$ cat src/sv/bcd_calendar_tick_macros.svh
// Assertion macros used by the calendar top level.
`ifndef BCD_CALENDAR_TICK_MACROS_SVH
`define BCD_CALENDAR_TICK_MACROS_SVH

// Checked only out of reset.
`define BCDC_ASSERT(name, prop, msg) \
  name: assert property (@(posedge clk) disable iff (rst) prop) else $error(msg);

// Checked on every edge, reset included.
`define BCDC_ASSERT_ALWAYS(name, prop, msg) \
  name: assert property (@(posedge clk) prop) else $error(msg);

`endif

$ cat src/sv/bcdc_pkg.sv
// Package: field widths, cell settings and shared types of the BCD calendar.
package bcdc_pkg;

  localparam int CELL_W     = 8;
  localparam int NUM_CELLS  = 6;
  localparam int YEAR_W     = 8;
  localparam int MONTH_W    = 5;
  localparam int DAY_W      = 6;
  localparam int HOUR_W     = 6;
  localparam int MINUTE_W   = 7;
  localparam int SECOND_W   = 7;

  // position in the carry chain, least significant first
  localparam int IDX_SECOND = 0;
  localparam int IDX_MINUTE = 1;
  localparam int IDX_HOUR   = 2;
  localparam int IDX_DAY    = 3;
  localparam int IDX_MONTH  = 4;
  localparam int IDX_YEAR   = 5;

  typedef enum logic {
    OP_TICK = 1'b0,
    OP_LOAD = 1'b1
  } opcode_t;

  typedef struct packed {
    logic [CELL_W-1:0] mask;   // field width
    logic [CELL_W-1:0] limit;  // value that rolls over
    logic [CELL_W-1:0] wrap;   // value after rollover
    logic [CELL_W-1:0] init;   // value after reset
  } cell_cfg_t;

  typedef cell_cfg_t [NUM_CELLS-1:0] cell_cfg_row_t;

  localparam cell_cfg_row_t CELL_CFG = '{
    // year, month, day (limit set at run time), hour, minute, second
    '{mask: 8'hFF, limit: 8'hA0, wrap: 8'h00, init: 8'h00},
    '{mask: 8'h1F, limit: 8'h13, wrap: 8'h01, init: 8'h01},
    '{mask: 8'h3F, limit: 8'h31, wrap: 8'h01, init: 8'h01},
    '{mask: 8'h3F, limit: 8'h24, wrap: 8'h00, init: 8'h00},
    '{mask: 8'h7F, limit: 8'h60, wrap: 8'h00, init: 8'h00},
    '{mask: 8'h7F, limit: 8'h60, wrap: 8'h00, init: 8'h00}
  };

  // year value mod 4 == 0, i.e. (2*tens + units) mod 4 == 0
  function automatic logic year_is_leap(input logic [YEAR_W-1:0] year);
    return (year[0] == 1'b0) && (year[1] == year[4]);
  endfunction

endpackage

$ cat src/sv/bcdc_if.sv
// Channel interfaces: command words in, calendar words out.
interface bcdc_cmd_if;
  import bcdc_pkg::*;

  logic                valid;
  logic                ready;
  opcode_t             opcode;
  logic [YEAR_W-1:0]   set_year;
  logic [MONTH_W-1:0]  set_month;
  logic [DAY_W-1:0]    set_day;
  logic [HOUR_W-1:0]   set_hour;
  logic [MINUTE_W-1:0] set_minute;
  logic [SECOND_W-1:0] set_second;

  modport source (output valid, opcode, set_year, set_month, set_day, set_hour,
                  set_minute, set_second, input ready);
  modport sink   (input valid, opcode, set_year, set_month, set_day, set_hour,
                  set_minute, set_second, output ready);
endinterface

interface bcdc_res_if;
  import bcdc_pkg::*;

  logic                valid;
  logic                ready;
  logic [YEAR_W-1:0]   year_out;
  logic [MONTH_W-1:0]  month_out;
  logic [DAY_W-1:0]    day_out;
  logic [HOUR_W-1:0]   hour_out;
  logic [MINUTE_W-1:0] minute_out;
  logic [SECOND_W-1:0] second_out;

  modport source (output valid, year_out, month_out, day_out, hour_out,
                  minute_out, second_out, input ready);
  modport sink   (input valid, year_out, month_out, day_out, hour_out,
                  minute_out, second_out, output ready);
endinterface

$ cat src/sv/bcd_calendar_tick.sv
// Top level: BCD real-time clock and calendar driven by tick and load words.
//
// Takes one command word per cycle and returns one calendar word for each: the
// year, month, day, hour, minute and second in packed BCD after the tick or load.
// A chain of six counter cells, second to year, ripples the carry within the
// cycle, so a result appears in the cycle after its command is taken and a new
// command is taken every cycle while the result side is not stalled. The state
// itself is the output word; a stalled result holds the command side off. Leap
// years are those whose value divides by 4; year 99 wraps to 00. After reset the
// calendar reads 00-01-01 00:00:00.
module bcd_calendar_tick (
  input logic        clk,
  input logic        rst,
  bcdc_cmd_if.sink   cmd,
  bcdc_res_if.source res
);
  import bcdc_pkg::*;

  `include "bcd_calendar_tick_macros.svh"

  logic                             cmd_take;
  logic                             load;
  logic                             res_valid;
  logic [YEAR_W-1:0]                year_q;
  logic [MONTH_W-1:0]               month_q;
  logic [CELL_W-1:0]                day_limit;
  cell_cfg_row_t                    cfg;
  logic [NUM_CELLS-1:0][CELL_W-1:0] load_value;
  logic [NUM_CELLS-1:0][CELL_W-1:0] value;
  logic [NUM_CELLS:0]               carry;

  assign cmd.ready = !res_valid || res.ready;
  assign cmd_take  = cmd.valid && cmd.ready;
  assign load      = cmd_take && (cmd.opcode == OP_LOAD);
  assign carry[0]  = cmd_take && (cmd.opcode == OP_TICK);

  always_ff @(posedge clk) begin
    if (rst) begin
      res_valid <= 1'b0;
    end else if (cmd.ready) begin
      res_valid <= cmd.valid;
    end
  end

  assign year_q  = value[IDX_YEAR][YEAR_W-1:0];
  assign month_q = value[IDX_MONTH][MONTH_W-1:0];

  // day that rolls over into the next month
  always_comb begin
    if (month_q inside {5'h01, 5'h03, 5'h05, 5'h07, 5'h08, 5'h10, 5'h12}) begin
      day_limit = 8'h32;
    end else if (month_q == 5'h02) begin
      day_limit = year_is_leap(year_q) ? 8'h30 : 8'h29;
    end else begin
      day_limit = 8'h31;
    end
  end

  always_comb begin
    cfg                  = CELL_CFG;
    cfg[IDX_DAY].limit   = day_limit;
    load_value[IDX_SECOND] = CELL_W'(cmd.set_second);
    load_value[IDX_MINUTE] = CELL_W'(cmd.set_minute);
    load_value[IDX_HOUR]   = CELL_W'(cmd.set_hour);
    load_value[IDX_DAY]    = CELL_W'(cmd.set_day);
    load_value[IDX_MONTH]  = CELL_W'(cmd.set_month);
    load_value[IDX_YEAR]   = CELL_W'(cmd.set_year);
  end

  for (genvar k = 0; k < NUM_CELLS; k++) begin : g_cell
    bcdc_cell u_cell (
      .clk        (clk),
      .rst        (rst),
      .cfg        (cfg[k]),
      .load       (load),
      .load_value (load_value[k]),
      .carry_in   (carry[k]),
      .value      (value[k]),
      .carry_out  (carry[k+1])
    );
  end

  assign res.valid      = res_valid;
  assign res.year_out   = year_q;
  assign res.month_out  = month_q;
  assign res.day_out    = value[IDX_DAY][DAY_W-1:0];
  assign res.hour_out   = value[IDX_HOUR][HOUR_W-1:0];
  assign res.minute_out = value[IDX_MINUTE][MINUTE_W-1:0];
  assign res.second_out = value[IDX_SECOND][SECOND_W-1:0];

  `BCDC_ASSERT_ALWAYS(a_no_word_after_reset, rst |=> !res.valid, "result word after reset")
  `BCDC_ASSERT(a_stall_blocks_cmd, (res.valid && !res.ready) |-> !cmd.ready, "command taken while result stalled")
  `BCDC_ASSERT(a_load_second, (cmd.valid && cmd.ready && cmd.opcode == OP_LOAD) |=> (res.second_out == $past(cmd.set_second)), "loaded second lost")
  `BCDC_ASSERT(a_no_carry_past_second, (carry[IDX_MINUTE] == 1'b0) |-> (carry[NUM_CELLS:IDX_MINUTE+1] == '0), "carry without carry from the second")

endmodule

$ cat src/sv/bcdc_cell.sv
// One BCD counter cell of the calendar chain: holds a field, passes its carry on.
module bcdc_cell (
  input  logic                       clk,
  input  logic                       rst,
  input  bcdc_pkg::cell_cfg_t        cfg,
  input  logic                       load,
  input  logic [bcdc_pkg::CELL_W-1:0] load_value,
  input  logic                       carry_in,
  output logic [bcdc_pkg::CELL_W-1:0] value,
  output logic                       carry_out
);
  import bcdc_pkg::*;

  logic [CELL_W-1:0] inc;
  logic [CELL_W-1:0] adj;
  logic [CELL_W-1:0] value_next;

  always_comb begin
    inc       = (value + CELL_W'(1)) & cfg.mask;
    adj       = (inc[3:0] == 4'hA) ? ((inc + CELL_W'(6)) & cfg.mask) : inc;
    carry_out = carry_in && (adj == cfg.limit);
    if (load) begin
      value_next = load_value & cfg.mask;
    end else if (carry_out) begin
      value_next = cfg.wrap;
    end else if (carry_in) begin
      value_next = adj;
    end else begin
      value_next = value;
    end
  end

  always_ff @(posedge clk) begin
    if (rst) begin
      value <= cfg.init;
    end else begin
      value <= value_next;
    end
  end

endmodule
$ cat src/flat_wrapper.sv
// flat-port wrapper written by rule: the top's interface ports become plain ports
module bcd_calendar_tick_flat import bcdc_pkg::*;
  (clk, rst, cmd_valid, cmd_opcode, cmd_set_year, cmd_set_month, cmd_set_day, cmd_set_hour, cmd_set_minute, cmd_set_second, cmd_ready, res_valid, res_year_out, res_month_out, res_day_out, res_hour_out, res_minute_out, res_second_out, res_ready);
  bcdc_cmd_if cmd_i ();
  bcdc_res_if res_i ();
  input logic clk;
  input logic rst;
  input wire logic [$bits(cmd_i.valid)-1:0] cmd_valid;
  input wire logic [$bits(cmd_i.opcode)-1:0] cmd_opcode;
  input wire logic [$bits(cmd_i.set_year)-1:0] cmd_set_year;
  input wire logic [$bits(cmd_i.set_month)-1:0] cmd_set_month;
  input wire logic [$bits(cmd_i.set_day)-1:0] cmd_set_day;
  input wire logic [$bits(cmd_i.set_hour)-1:0] cmd_set_hour;
  input wire logic [$bits(cmd_i.set_minute)-1:0] cmd_set_minute;
  input wire logic [$bits(cmd_i.set_second)-1:0] cmd_set_second;
  output wire logic [$bits(cmd_i.ready)-1:0] cmd_ready;
  output wire logic [$bits(res_i.valid)-1:0] res_valid;
  output wire logic [$bits(res_i.year_out)-1:0] res_year_out;
  output wire logic [$bits(res_i.month_out)-1:0] res_month_out;
  output wire logic [$bits(res_i.day_out)-1:0] res_day_out;
  output wire logic [$bits(res_i.hour_out)-1:0] res_hour_out;
  output wire logic [$bits(res_i.minute_out)-1:0] res_minute_out;
  output wire logic [$bits(res_i.second_out)-1:0] res_second_out;
  input wire logic [$bits(res_i.ready)-1:0] res_ready;
  assign cmd_i.valid = cmd_valid;
  assign cmd_i.opcode = cmd_opcode;
  assign cmd_i.set_year = cmd_set_year;
  assign cmd_i.set_month = cmd_set_month;
  assign cmd_i.set_day = cmd_set_day;
  assign cmd_i.set_hour = cmd_set_hour;
  assign cmd_i.set_minute = cmd_set_minute;
  assign cmd_i.set_second = cmd_set_second;
  assign cmd_ready = cmd_i.ready;
  assign res_valid = res_i.valid;
  assign res_year_out = res_i.year_out;
  assign res_month_out = res_i.month_out;
  assign res_day_out = res_i.day_out;
  assign res_hour_out = res_i.hour_out;
  assign res_minute_out = res_i.minute_out;
  assign res_second_out = res_i.second_out;
  assign res_i.ready = res_ready;
  bcd_calendar_tick u_core (.clk(clk), .rst(rst), .cmd(cmd_i), .res(res_i));
endmodule
$ cat config.mk
export PLATFORM = sky130hd
export DESIGN_NAME = bcd_calendar_tick_flat
export DESIGN_NICKNAME = d
export VERILOG_FILES = /design/src/sv/bcdc_pkg.sv /design/src/sv/bcdc_if.sv /design/src/sv/bcd_calendar_tick.sv /design/src/sv/bcdc_cell.sv /design/src/flat_wrapper.sv
export VERILOG_INCLUDE_DIRS = /design/src /design/src/sv
export SDC_FILE = /design/constraint.sdc
export NUM_CORES = 1
export LEC_CHECK = 0
export ABC_CLOCK_PERIOD_IN_PS = 4200
export BUFFER_PORTS_ARGS = -buffer_cell sky130_fd_sc_hd__buf_2
export CAP_MARGIN = 40
export CORE_MARGIN = 2
export CORE_UTILIZATION = 25
export DETAILED_ROUTE_END_ITERATION = 6
export GPL_TIMING_DRIVEN = 0
export PLACE_DENSITY = 0.51
export SLEW_MARGIN = 5
export SYNTH_ARGS = -nofsm -noshare
export SYNTH_HDL_FRONTEND = slang
export SYNTH_SLANG_ARGS = --single-unit
export TNS_END_PERCENT = 5
$ cat constraint.sdc
create_clock -name clk -period 4.2 [get_ports clk]
set_input_delay 0.42 -clock clk [delete_from_list [all_inputs] [get_ports clk]]
set_output_delay 0.42 -clock clk [all_outputs]
set_load 0.02 [all_outputs]
# Word-level counts from Yosys, hierarchy flattened
# Cells that the tools add are included.
# word_totals
regBits	40
output_inout_bits	41
wordCells	88
# classes
add_sub_neg	12
n_eq_ne	21
n_mux	27
bitwise	2
reduce_logical	19
# op_table
operator	count
2-to-1 mux 7 bit	8
2-to-1 mux 6 bit	8
2-to-1 mux 8 bit	6
2-to-1 mux 5 bit	5
equality test 4 bit, second input constant	6
nonzero test 3 bit	6
equality test 5 bit, second input constant	3
adder 7 x 1 -> 7 bit, second input constant	2
adder 7 x 3 -> 7 bit, second input constant	2
equality test 7 bit, second input constant	2
adder 6 x 1 -> 6 bit, second input constant	2
adder 6 x 3 -> 6 bit, second input constant	2
equality test 5 x 2 -> 1 bit, second input constant	2
equality test 5 x 3 -> 1 bit, second input constant	2
logical AND 1 bit	10
adder 8 x 1 -> 8 bit, second input constant	1
adder 8 x 3 -> 8 bit, second input constant	1
equality test 6 x 8 -> 1 bit	1
equality test 8 bit, second input constant	1
nonzero test 7 bit	1
equality test 6 bit, second input constant	1
adder 5 x 1 -> 5 bit, second input constant	1
adder 5 x 3 -> 5 bit, second input constant	1
equality test 5 x 1 -> 1 bit, second input constant	1
other kinds (5)	6

# Longest topological paths before layout
# Gate-level depths: netlist of the first run.
# logic_depth
word_depth	12
depth_mapped	14
mapped_depth_nobuf	12

# Hierarchy
# A second synthesis of the first run with hierarchy kept.
# hier_totals
cells_unflattened	847
hier_area_um2	6585.1
# by_module_without_submodules
mod	instances	cells_per_inst	area_each_um2	seq_area_each_um2
bcdc_cell at u_core.g_cell[0].u_cell ...	5	137	1063.5	240.2
bcdc_cell at u_core.g_cell[5].u_cell	1	141	1127.3	240.2
bcd_calendar_tick	1	21	140.1	20.0

# Worst setup path before layout of the first run
# OpenSTA, ideal clock, no wires.
# synth_timing
path_type	register to register
from	register u_core.g_cell[1].u_cell.value[1] (netlist name)
to	register u_core.g_cell[3].u_cell.value[3] (netlist name)
setup_time_ns	0.091
arrival_ns	3.462
required_ns	4.109
path_slack_ns	0.647
stages_incl_launch_ff	14
path_buffers	2
cell_sequence	dfxtp_1 > clkbuf_1 > inv_1 > ha_1 > ha_1 > or3b_1 > a21oi_1 > nor3_1 > or3_1 > a21oi_1 > buf_2 > nand3_2 > or3b_2 > a311oi_1
# synth_between
elab_chain_len	9
# synth_lines
element	line_no	rtl
from (decl)	bcdc_cell.sv:9	output logic [bcdc_pkg::CELL_W-1:0] value,
from (signal assigned)	bcdc_cell.sv:35	value <= cfg.init;
from (signal assigned)	bcdc_cell.sv:37	value <= value_next;
adder 7 x 1 -> 7 bit *	bcdc_cell.sv:19	inc = (value + CELL_W'(1)) & cfg.mask;
adder 7 x 3 -> 7 bit or equality test 4 bit (tied branches)	bcdc_cell.sv:20	adj = (inc[3:0] == 4'hA) ? ((inc + CELL_W'(6)) & cfg.mask) : inc;
2-to-1 mux 7 bit *	bcdc_cell.sv:20	
equality test 7 bit *	bcdc_cell.sv:21	carry_out = carry_in && (adj == cfg.limit);
logical AND 1 bit * (2 in a row)	bcdc_cell.sv:21	
logical AND 1 bit	bcdc_cell.sv:21	
2-to-1 mux 6 bit	bcdc_cell.sv:24	end else if (carry_out) begin
2-to-1 mux 6 bit	bcdc_cell.sv:22	if (load) begin
to (signal assigned)	bcdc_cell.sv:35	
to (signal assigned)	bcdc_cell.sv:37	
to (decl)	bcdc_cell.sv:9	
# Every way passes the cells marked *; elsewhere a longest branch is shown, timed or not.
# A chain may end at the register's enable or synchronous reset.

# Worst setup path in the final report of the first run
# Same ends and word-level chain as after synthesis.

==> results of run 1 <==
-- sequential cells by signal, indices dropped and copies added, names as in the netlist --
signal	cells
u_core.g_cell.u_cell.value	39
u_core.res.valid	1
-- cell type report --
type / count / area, sq um
Buffer: 46 / 205
Clock buffer: 7 / 153
Clock inverter: 1 / 30.0
Fill cell: 1839 / 11400
Inverter: 21 / 78.8
Multi-Input combinational cell: 474 / 3130
Sequential cell: 40 / 801
Tap cell: 220 / 275
Timing Repair Buffer: 85 / 425
-- power by group through the flow --
stage	logic [uW]	clock network, uW	registers, uW
floorplan	230	0	463
global placement	370	0	442
detailed placement	369	0	442
CTS	371	502	434
global route	412	513	438
finish	371	488	433
-- through the flow --
step                      instance area, sq um  TNS [ps]  hold slack (ps)  setup slack (ps)
final                                     5100         0              364               266
after CTS                                 5090         0              362               209
after global placement                    4900         0              517               260
after detailed placement                  4910         0              524               222
after floorplan                           4210         0              542               647
after global routing                      5100     -37.5              379             -37.5
-- per-layer routing --
| metal | up-vias | wire [um] | global-route usage, % |
|---|---|---|---|
| met3 | 8 | 733 | 2.51 |
| met1 | 2125 | 6750 | 22.0 |
| met2 | 112 | 6280 | 25.0 |
| met5 | - | 0 | 0 |
| li1 | 2311 | - | - |
| met4 | 0 | 123 | 3.55 |
-- how the worst max path moves through the flow --
stage / endpoint / start / slack [ps] / cells past startpoint
floorplan: u_core.g_cell[3].u_cell.value[3] / u_core.g_cell[1].u_cell.value[1] / 650 / 13
global route: u_core.g_cell[3].u_cell.value[3] / u_core.g_cell[1].u_cell.value[1] / -40 / 13
global placement: u_core.g_cell[3].u_cell.value[3] / u_core.g_cell[1].u_cell.value[1] / 260 / 13
finish: u_core.g_cell[3].u_cell.value[3] / u_core.g_cell[1].u_cell.value[1] / 270 / 13
CTS: u_core.g_cell[2].u_cell.value[3] / u_core.g_cell[0].u_cell.value[1] / 210 / 12
detailed placement: u_core.g_cell[2].u_cell.value[4] / u_core.g_cell[0].u_cell.value[1] / 220 / 13
-- cells in the final DEF (no fill, tap or decap), types with 10 or more instances in the layout --
cell type / count
o21ai_0: 28
or3_1: 10
inv_1: 21
xnor2_1: 22
nor2_1: 43
nand4_1: 11
buf_2: 97
a311oi_1: 15
nand2b_1: 15
clkbuf_1: 26
nor2b_1: 10
dfxtp_1: 40
nand2_1: 66
and2_1: 11
ha_1: 21
xor2_1: 13
a31oi_1: 16
a21oi_1: 27
nand3_1: 34
-- worst register-to-register path, cell delays in order (launching register included) --
cell	delay, ps
dfxtp_1	350
clkbuf_1	290
inv_1	100
ha_1	350
ha_1	290
or3b_1	370
a21oi_1	140
nor3_1	90
or3_1	390
a21oi_1	190
buf_2	280
nand3_2	250
or3b_2	500
a311oi_1	250
-- what timing repair did --
item,CTS,global route
hold buffers,0,0
resized for setup,0,3
endpoints found under the setup margin,0,7
hold endpoints to repair,0,0
-- logic make-up after synthesis --
group | after synthesis
AOI/OAI and AO/OA | 145
xor gates and xnor gates | 35
adders and majority gates | 21
buffers and inverters | 67
DFF | 40
muxes | 6
and+or+nand+nor | 267
==> flow_metrics.tcl, run 1 <==
set metrics [dict create \
    outcome "finished clean" \
    drive_above_1_share_pct 19.6 \
    syn_nets 646 \
    synth-adder-area-share_pct 6.25 \
    numClockSinks 40 \
    endpoint_kind "flop" \
    hpwl_mm 10.7 \
    final_util_pct 30.8 \
    wl_per_cell_um 15.5 \
    power.density_nw_per_um2 254 \
    dr.pass1.iters 5 \
    yosys-top-cells-area "dfxtp_1 (19%), ha_1 (6.2%), nand2_1 (5.9%), xnor2_1 (4.6%), nand3_1 (4.0%)" \
    cp_slowest_cell "or3b_2" \
    fin_worst_skew_ps 5.74 \
    synth_compound_area_share_pct 24.4 \
    synth-xor-area-share_pct 7.29 \
    initialDrtViolationCount 231 \
    die_area_sq_um 17900 \
    cts_buffers 5 \
    r2r.worst_path.cells 13 \
    tightest_slew_ps 688 \
    p_total_uw 1290 \
    insertedDiodeCount 0 \
    antenna_found_initial 0 \
    grt_max_degree 13 \
    root_buffer "clkbuf_16" \
    coreArea_sq_um 16500 \
    crit_path_cell_trace "clkbuf_1 > inv_1 > ha_1 > ha_1 > or3b_1 > a21oi_1 > nor3_1 > or3_1 > a21oi_1 > buf_2 > nand3_2 > or3b_2 > a311oi_1" \
    r2r_slack_ps 270 \
    hold_path_end "u_core.g_cell[3].u_cell.value[0]" \
    seq_area_frac_synth_pct 19.0 \
    cts_max_level 2 \
    min_period_over_period_pct 93.7 \
    fmax_ghz 0.254 \
    comb_power_share_pct 28.7 \
    grt_pass1_vias 4182 \
    critPathKind "reg2reg" \
    grt_use_total_pct 15.6 \
    net-switching-power_uw 431 \
    ys.flop_type "dfxtp_1" \
    grt_pass1_wl_mm 22.3 \
    whs_path_depth 3 \
    synth_area_per_cell_sq_um 7.24 \
    vias 4556 \
    hp-class "in2reg" \
    p_int_uw 862 \
    die_h_um 134 \
    synth_edf_count 0 \
    yosys.area.top_type "dfxtp_1" \
    drc_errors 0 \
    clk_pin_slew_ps 60 \
    ys_ff_latch 40 \
    cp-start-kind "flop" \
    core.rowCount 47 \
    seq_power_share_pct 33.5 \
    finalMaxSlewViolations 0 \
    crit_arrival_ps 4140 \
    rsz0062_at_grt "yes" \
    async_flop_share_pct 0 \
    dp.cells 886 \
    routabilityCongestion 0.877 \
    p_clk_share_pct 37.8 \
    cap_violations 0 \
    die_x_um 134 \
    io-pin-count 85 \
    synth_cell_types 73 \
    muxShareOfSynthArea_pct 1.49 \
    min-delay-start "cmd_set_day[0]" \
    netlist_top_cells_count "nand2_1 (66), nor2_1 (43), dfxtp_1 (40), nand3_1 (34), o21ai_0 (28)" \
    setup_violations 0 \
    ant_nets 0 \
    cts_tree "yes" \
    cp_num_buf_inv 3 \
    cpLargestDelayFamily "simple AND/OR/NAND/NOR gates" \
    power_leakage_uw 0.00197 \
    final_cells 894 \
    max-clock-path-buffers 2 \
    synth_warnings 0 \
    overflow 0 \
    critPathMaxFanout 10 \
    worstPathRequired_ps 4410 \
    finalHoldViolCount 0 \
    fin_crit_ps 3930 \
    p_sw_share_pct 33.3 \
    nets 738 \
    r2r_end "u_core.g_cell[3].u_cell.value[3]" \
    via_per_inst 5.10 \
    io_buffers 84 \
    yosys.area.top_type_share_pct 19.0 \
    synth_top_family_by_area "simple AND/OR/NAND/NOR gates" \
    yosys.area_share.simple_pct 34.8 \
    peakVddDrop_mv 0.135 \
    slew_headroom_pct 54.2 \
    r2r_start "u_core.g_cell[1].u_cell.value[1]" \
    post_cts_buffers 0 \
    layout-area-overhead-vs-synth_pct 21.2 \
    synth.cell_area_sq_um 4210 \
    critPathMaxStageDelay_ps 500 \
    drt_wl_total_mm 13.9 \
    initial_utilization_pct 25.4 \
    yosys.cell_count.top_type "nand2_1" \
    syn_inst 581 \
    clk_latency_ps 300 \
]
No activity file was read; power rests on OpenSTA's default activity.
==> run 2, diff against run 1 <==
--- a/config.mk
+++ b/config.mk
@@ -12,8 +12,8 @@
 export CORE_MARGIN = 2
 export CORE_UTILIZATION = 25
 export DETAILED_ROUTE_END_ITERATION = 6
-export GPL_TIMING_DRIVEN = 0
 export PLACE_DENSITY = 0.51
+export RECOVER_POWER = 25
 export SLEW_MARGIN = 5
 export SYNTH_ARGS = -nofsm -noshare
 export SYNTH_HDL_FRONTEND = slang
==> flow_metrics.tcl, run 2 (synthesis gave the netlist of run 1 again) <==
set metrics [dict create \
    outcome "finished clean" \
    slew_headroom_pct 46.1 \
    vias 4451 \
    overflow 0 \
    final_area_sq_um 4930 \
    die_area_sq_um 17900 \
    fmax_ghz 0.257 \
    place_area_sq_um 4820 \
    min_period_over_period_pct 92.6 \
    max-clock-path-buffers 2 \
    dr.pass1.iters 5 \
    fin_crit_ps 3890 \
    numClockSinks 40 \
    final_cell_mix "buf_2 (66), nand2_1 (65), nor2_1 (43)" \
    hp-class "in2reg" \
    cap_violations 0 \
    insertedDiodeCount 0 \
    wl_per_cell_um 15.3 \
    grt_pass1_wl_mm 20.6 \
    die_x_um 134 \
    grt_use_total_pct 14.3 \
    nets 704 \
    layout-area-overhead-vs-synth_pct 17.2 \
    core.rowCount 47 \
    cts_tree "yes" \
    drive_above_1_share_pct 16.9 \
    power.density_nw_per_um2 238 \
    clk_pin_slew_ps 60 \
    hpwl_mm 9.63 \
    io-pin-count 85 \
    critPathKind "reg2reg" \
    fin_worst_skew_ps 6.33 \
    endpoint_kind "flop" \
    final_common_cell "buf_2" \
    ant_nets 0 \
    use_met3_pct 2.55 \
    power_leakage_uw 0.00183 \
    cp_slowest_cell "dfxtp_1" \
    drt_wl_total_mm 13.1 \
    post_cts_buffers 0 \
    cp-start-kind "flop" \
    crit_path_cell_trace "ha_2 > xnor2_1 > ha_1 > or3b_2 > a21oi_1 > nor3_1 > nor4_1 > o2111a_1 > nand2_1 > or4_1 > a311oi_1" \
    drc_errors 0 \
    cts_hold_buf 0 \
    rsz0062_at_grt "no" \
    r2r.worst_path.cells 11 \
    root_buffer "clkbuf_16" \
    fin_setup_tns_ps 0 \
    grt_max_degree 41 \
    clk_latency_ps 300 \
    worstSetupStartpoint "u_core.g_cell[0].u_cell.value[1]" \
    antenna_found_initial 0 \
    cp_num_buf_inv 0 \
    via_per_inst 5.18 \
    die_h_um 134 \
    grt_pass1_vias 3888 \
    critPathMaxFanout 11 \
    cts_buffers 5 \
    worstPathRequired_ps 4400 \
    r2r_slack_ps 310 \
    peakVddDrop_mv 0.140 \
    grt.busiest_layer "met2" \
    critPathMaxStageDelay_ps 520 \
    setup_violations 0 \
    finalMaxSlewViolations 0 \
    cts_max_level 2 \
    r2r_start "u_core.g_cell[0].u_cell.value[1]" \
    grt_use_met1_pct 20.5 \
    initial_utilization_pct 25.4 \
    largest_reg_flops 39 \
    crit_arrival_ps 4090 \
    whs_path_depth 3 \
    coreArea_sq_um 16500 \
    top_register "u_core.g_cell.u_cell.value" \
    cpLargestDelayFamily "simple AND/OR/NAND/NOR gates" \
    gr-usage-met2_pct 22.2 \
    tightest_slew_ps 809 \
    finalHoldViolCount 0 \
    num-fill-cells 1796 \
    r2r_end "u_core.g_cell[2].u_cell.value[3]" \
    initialDrtViolationCount 293 \
    routabilityCongestion 0.863 \
    hold_path_end "u_core.g_cell[3].u_cell.value[0]" \
    io_buffers 84 \
    min-delay-start "cmd_set_day[0]" \
]
-- run 2: changes by cell type in the layout (fill, tap and decap cells not counted), moves of 4 or more --
cell      delta
buf_1        -4
buf_2       -31
buf_4       +11
clkbuf_1     -6
-- run 2: where the power goes --
group / internal (uW) / switching [uW] / total [uW] / leakage [uW]
Clock: 216 / 167 / 383 / 0.0000667
Sequential: 404 / 54.9 / 458 / 0.000329
Combinational: 138 / 195 / 333 / 0.00143
-- run 2: through the flow --
stage | worst slack [ps] | utilization, % | power, uW | std cells | hold WS, ps
floorplan | 647 | - | 694 | 581 | 542
global placement | 438 | 28.9 | 797 | 850 | 529
detailed placement | 276 | 29.2 | 800 | 852 | 532
CTS | 282 | 30.0 | 1190 | 859 | 370
global route | 30.9 | 29.8 | 1250 | 859 | 395
finish | 310 | 29.8 | 1170 | 859 | 362
-- run 2: cell type report --
| cell class | count | area (sq um) | share of cell area (%) |
|---|---|---|---|
| multi-input combinational | 474 | 3130 | 63.5 |
| sequential | 40 | 801 | 16.3 |
| timing repair buffer | 97 | 512 | 10.4 |
| tap | 220 | 275 | 5.59 |
| clock buffer | 6 | 129 | 2.62 |
| inverter | 21 | 78.8 | 1.60 |
| clock inverter | 1 | 5.00 | 0.102 |
-- run 2: timing repair --
item | in CTS | in global routing
gates resized for setup | 0 | 1
setup endpoints to repair | 0 | 2
hold endpoints to repair | 0 | 0
-- run 2: worst max path at each step --
stage	to	slack, ps	cells after the start
CTS	u_core.g_cell[2].u_cell.value[3]	280	11
global placement	u_core.g_cell[2].u_cell.value[3]	440	11
detailed placement	u_core.g_cell[2].u_cell.value[3]	280	11
floorplan	u_core.g_cell[3].u_cell.value[3]	650	13
global route	u_core.g_cell[2].u_cell.value[3]	30	11
finish	u_core.g_cell[2].u_cell.value[3]	310	11
-- run 2: layer usage --
layer	vias up	wire [um]
li1	2251	-
met1	2084	6580
met2	110	5800
met3	6	625
met4	0	105
met5	-	0
-- run 2: worst reg2reg max path, cell delays in order (launching register included) --
cell and delay (ps):
dfxtp_1 520, ha_2 370, xnor2_1 120, ha_1 240, or3b_2 460, a21oi_1 150, nor3_1 70, nor4_1 480
o2111a_1 380, nand2_1 210, or4_1 510, a311oi_1 270
==> run 3, diff against run 2 <==
--- a/config.mk
+++ b/config.mk
@@ -12,9 +12,10 @@
 export CORE_MARGIN = 2
 export CORE_UTILIZATION = 25
 export DETAILED_ROUTE_END_ITERATION = 6
+export MAX_ROUTING_LAYER = met4
 export PLACE_DENSITY = 0.51
 export RECOVER_POWER = 25
-export SLEW_MARGIN = 5
+export SLEW_MARGIN = 0
 export SYNTH_ARGS = -nofsm -noshare
 export SYNTH_HDL_FRONTEND = slang
 export SYNTH_SLANG_ARGS = --single-unit
==> flow_metrics.tcl, run 3 (synthesis gave the netlist of run 1 again) <==
set metrics [dict create \
    finalMaxSlewViolations 0 \
    fin_crit_ps 3880 \
    critPathMaxFanout 11 \
    top_register "u_core.g_cell.u_cell.value" \
    final_cells 859 \
    worstPathRequired_ps 4400 \
    die_h_um 134 \
    num-fill-cells 1796 \
    layout-area-overhead-vs-synth_pct 17.2 \
    core.rowCount 47 \
    endpoint_kind "flop" \
    setup_violations 0 \
    clk_latency_ps 300 \
    slew_headroom_pct 46.2 \
    fmax_ghz 0.258 \
    r2r_slack_ps 320 \
    dp.cells 852 \
    gr-usage-met2_pct 22.2 \
    tightest_slew_ps 807 \
    hp-class "in2reg" \
    crit_arrival_ps 4070 \
    cts_tree "yes" \
    p_sw_share_pct 35.4 \
    routabilityCongestion 0.877 \
    final_util_pct 29.8 \
    largest_reg_flops 39 \
    io-pin-count 85 \
    dr.pass1.iters 5 \
    root_buffer "clkbuf_16" \
    max-clock-path-buffers 2 \
    drc_errors 0 \
    grt_use_met1_pct 20.5 \
    worstSetupStartpoint "u_core.g_cell[0].u_cell.value[1]" \
    clk_pin_slew_ps 60 \
    p_int_uw 758 \
    drt_wl_total_mm 13.1 \
    hpwl_mm 9.63 \
    fin_worst_skew_ps 6.39 \
    grt_max_degree 41 \
    grt_pass1_vias 3890 \
    numClockSinks 40 \
    comb_power_share_pct 28.3 \
    peakVddDrop_mv 0.139 \
    p_clk_share_pct 32.6 \
    power_leakage_uw 0.00183 \
    seq_power_share_pct 39.1 \
    antenna_found_initial 0 \
    grt_use_total_pct 14.7 \
    rsz0062_at_grt "no" \
    grt_pass1_wl_mm 20.6 \
    grt.busiest_layer "met2" \
    cts_max_level 2 \
    overflow 0 \
    critPathKind "reg2reg" \
    io_buffers 84 \
    final_cell_mix "buf_2 (66), nand2_1 (65), nor2_1 (43)" \
    final_common_cell "buf_2" \
    power.density_nw_per_um2 238 \
    wl_per_cell_um 15.2 \
    cts_buffers 5 \
    finalHoldViolCount 0 \
    min_period_over_period_pct 92.3 \
    initialDrtViolationCount 316 \
    coreArea_sq_um 16500 \
    min-delay-start "cmd_set_day[0]" \
    net-switching-power_uw 416 \
    initial_utilization_pct 25.4 \
    outcome "finished clean" \
    cp-start-kind "flop" \
    multi_input_area_sq_um 3130 \
    via_per_inst 5.18 \
    final-seq-area_sq_um 801 \
    drive_above_1_share_pct 16.9 \
    insertedDiodeCount 0 \
    use_met3_pct 2.40 \
    die_area_sq_um 17900 \
    die_x_um 134 \
    nets 704 \
    cap_violations 0 \
    vias 4451 \
    r2r_start "u_core.g_cell[0].u_cell.value[1]" \
    ant_nets 0 \
    fin_setup_tns_ps 0 \
]
-- run 3: cell counts in the layout (fill, tap and decap cells not counted) --
No cell type changed its count.
-- run 3: path summary, 6_finish.rpt --
check                                                        end  cells past startpoint
worst max-delay path            u_core.g_cell[2].u_cell.value[3]                     11
worst min register to register  u_core.g_cell[0].u_cell.value[6]                      2
worst min-delay path            u_core.g_cell[3].u_cell.value[0]                      3
worst max register to register  u_core.g_cell[2].u_cell.value[3]                     11
-- run 3: layout make-up --
class	count	area share [%]
Multi-Input combinational cell	474	63.5
Sequential cell	40	16.3
Timing Repair Buffer	97	10.4
Tap cell	220	5.59
Clock buffer	6	2.62
Inverter	21	1.60
Clock inverter	1	0.102
-- run 3: per-stage QoR --
stage | worst slack, ps | power (uW) | cell area [sq um] | hold slack (ps)
finish | 325 | 1170 | 4930 | 362
global route | 30.9 | 1250 | 4930 | 395
CTS | 282 | 1190 | 4950 | 370
detailed placement | 276 | 800 | 4820 | 532
global placement | 438 | 797 | 4780 | 529
floorplan | 647 | 694 | 4210 | 542
-- run 3: critical path, cell delays in order (launching register included) --
cell,delay (ps)
dfxtp_1,510
ha_2,370
xnor2_1,120
ha_1,230
or3b_2,460
a21oi_1,150
nor3_1,70
nor4_1,480
o2111a_1,380
nand2_1,210
or4_1,510
a311oi_1,270
-- run 3: what timing repair did --
action,4_1_cts,5_1_grt
setup buffers,0,0
endpoints found under the setup margin,0,2
resized for setup,0,1
hold buffers,0,0
endpoints found under the hold margin,0,0
-- run 3: layer usage --
metal	vias to the layer above	wire, um
met3	6	620
met2	120	5770
met4	0	103
li1	2251	-
met5	-	0
met1	2074	6600
-- run 3: power groups by stage --
stage / combinational (uW) / sequential [uW] / clock [uW]
2_1_floorplan: 230 / 463 / 0
3_3_place_gp: 331 / 466 / 0
3_5_place_dp: 334 / 466 / 0
4_1_cts: 336 / 457 / 398
5_1_grt: 368 / 465 / 414
6_report: 332 / 458 / 383
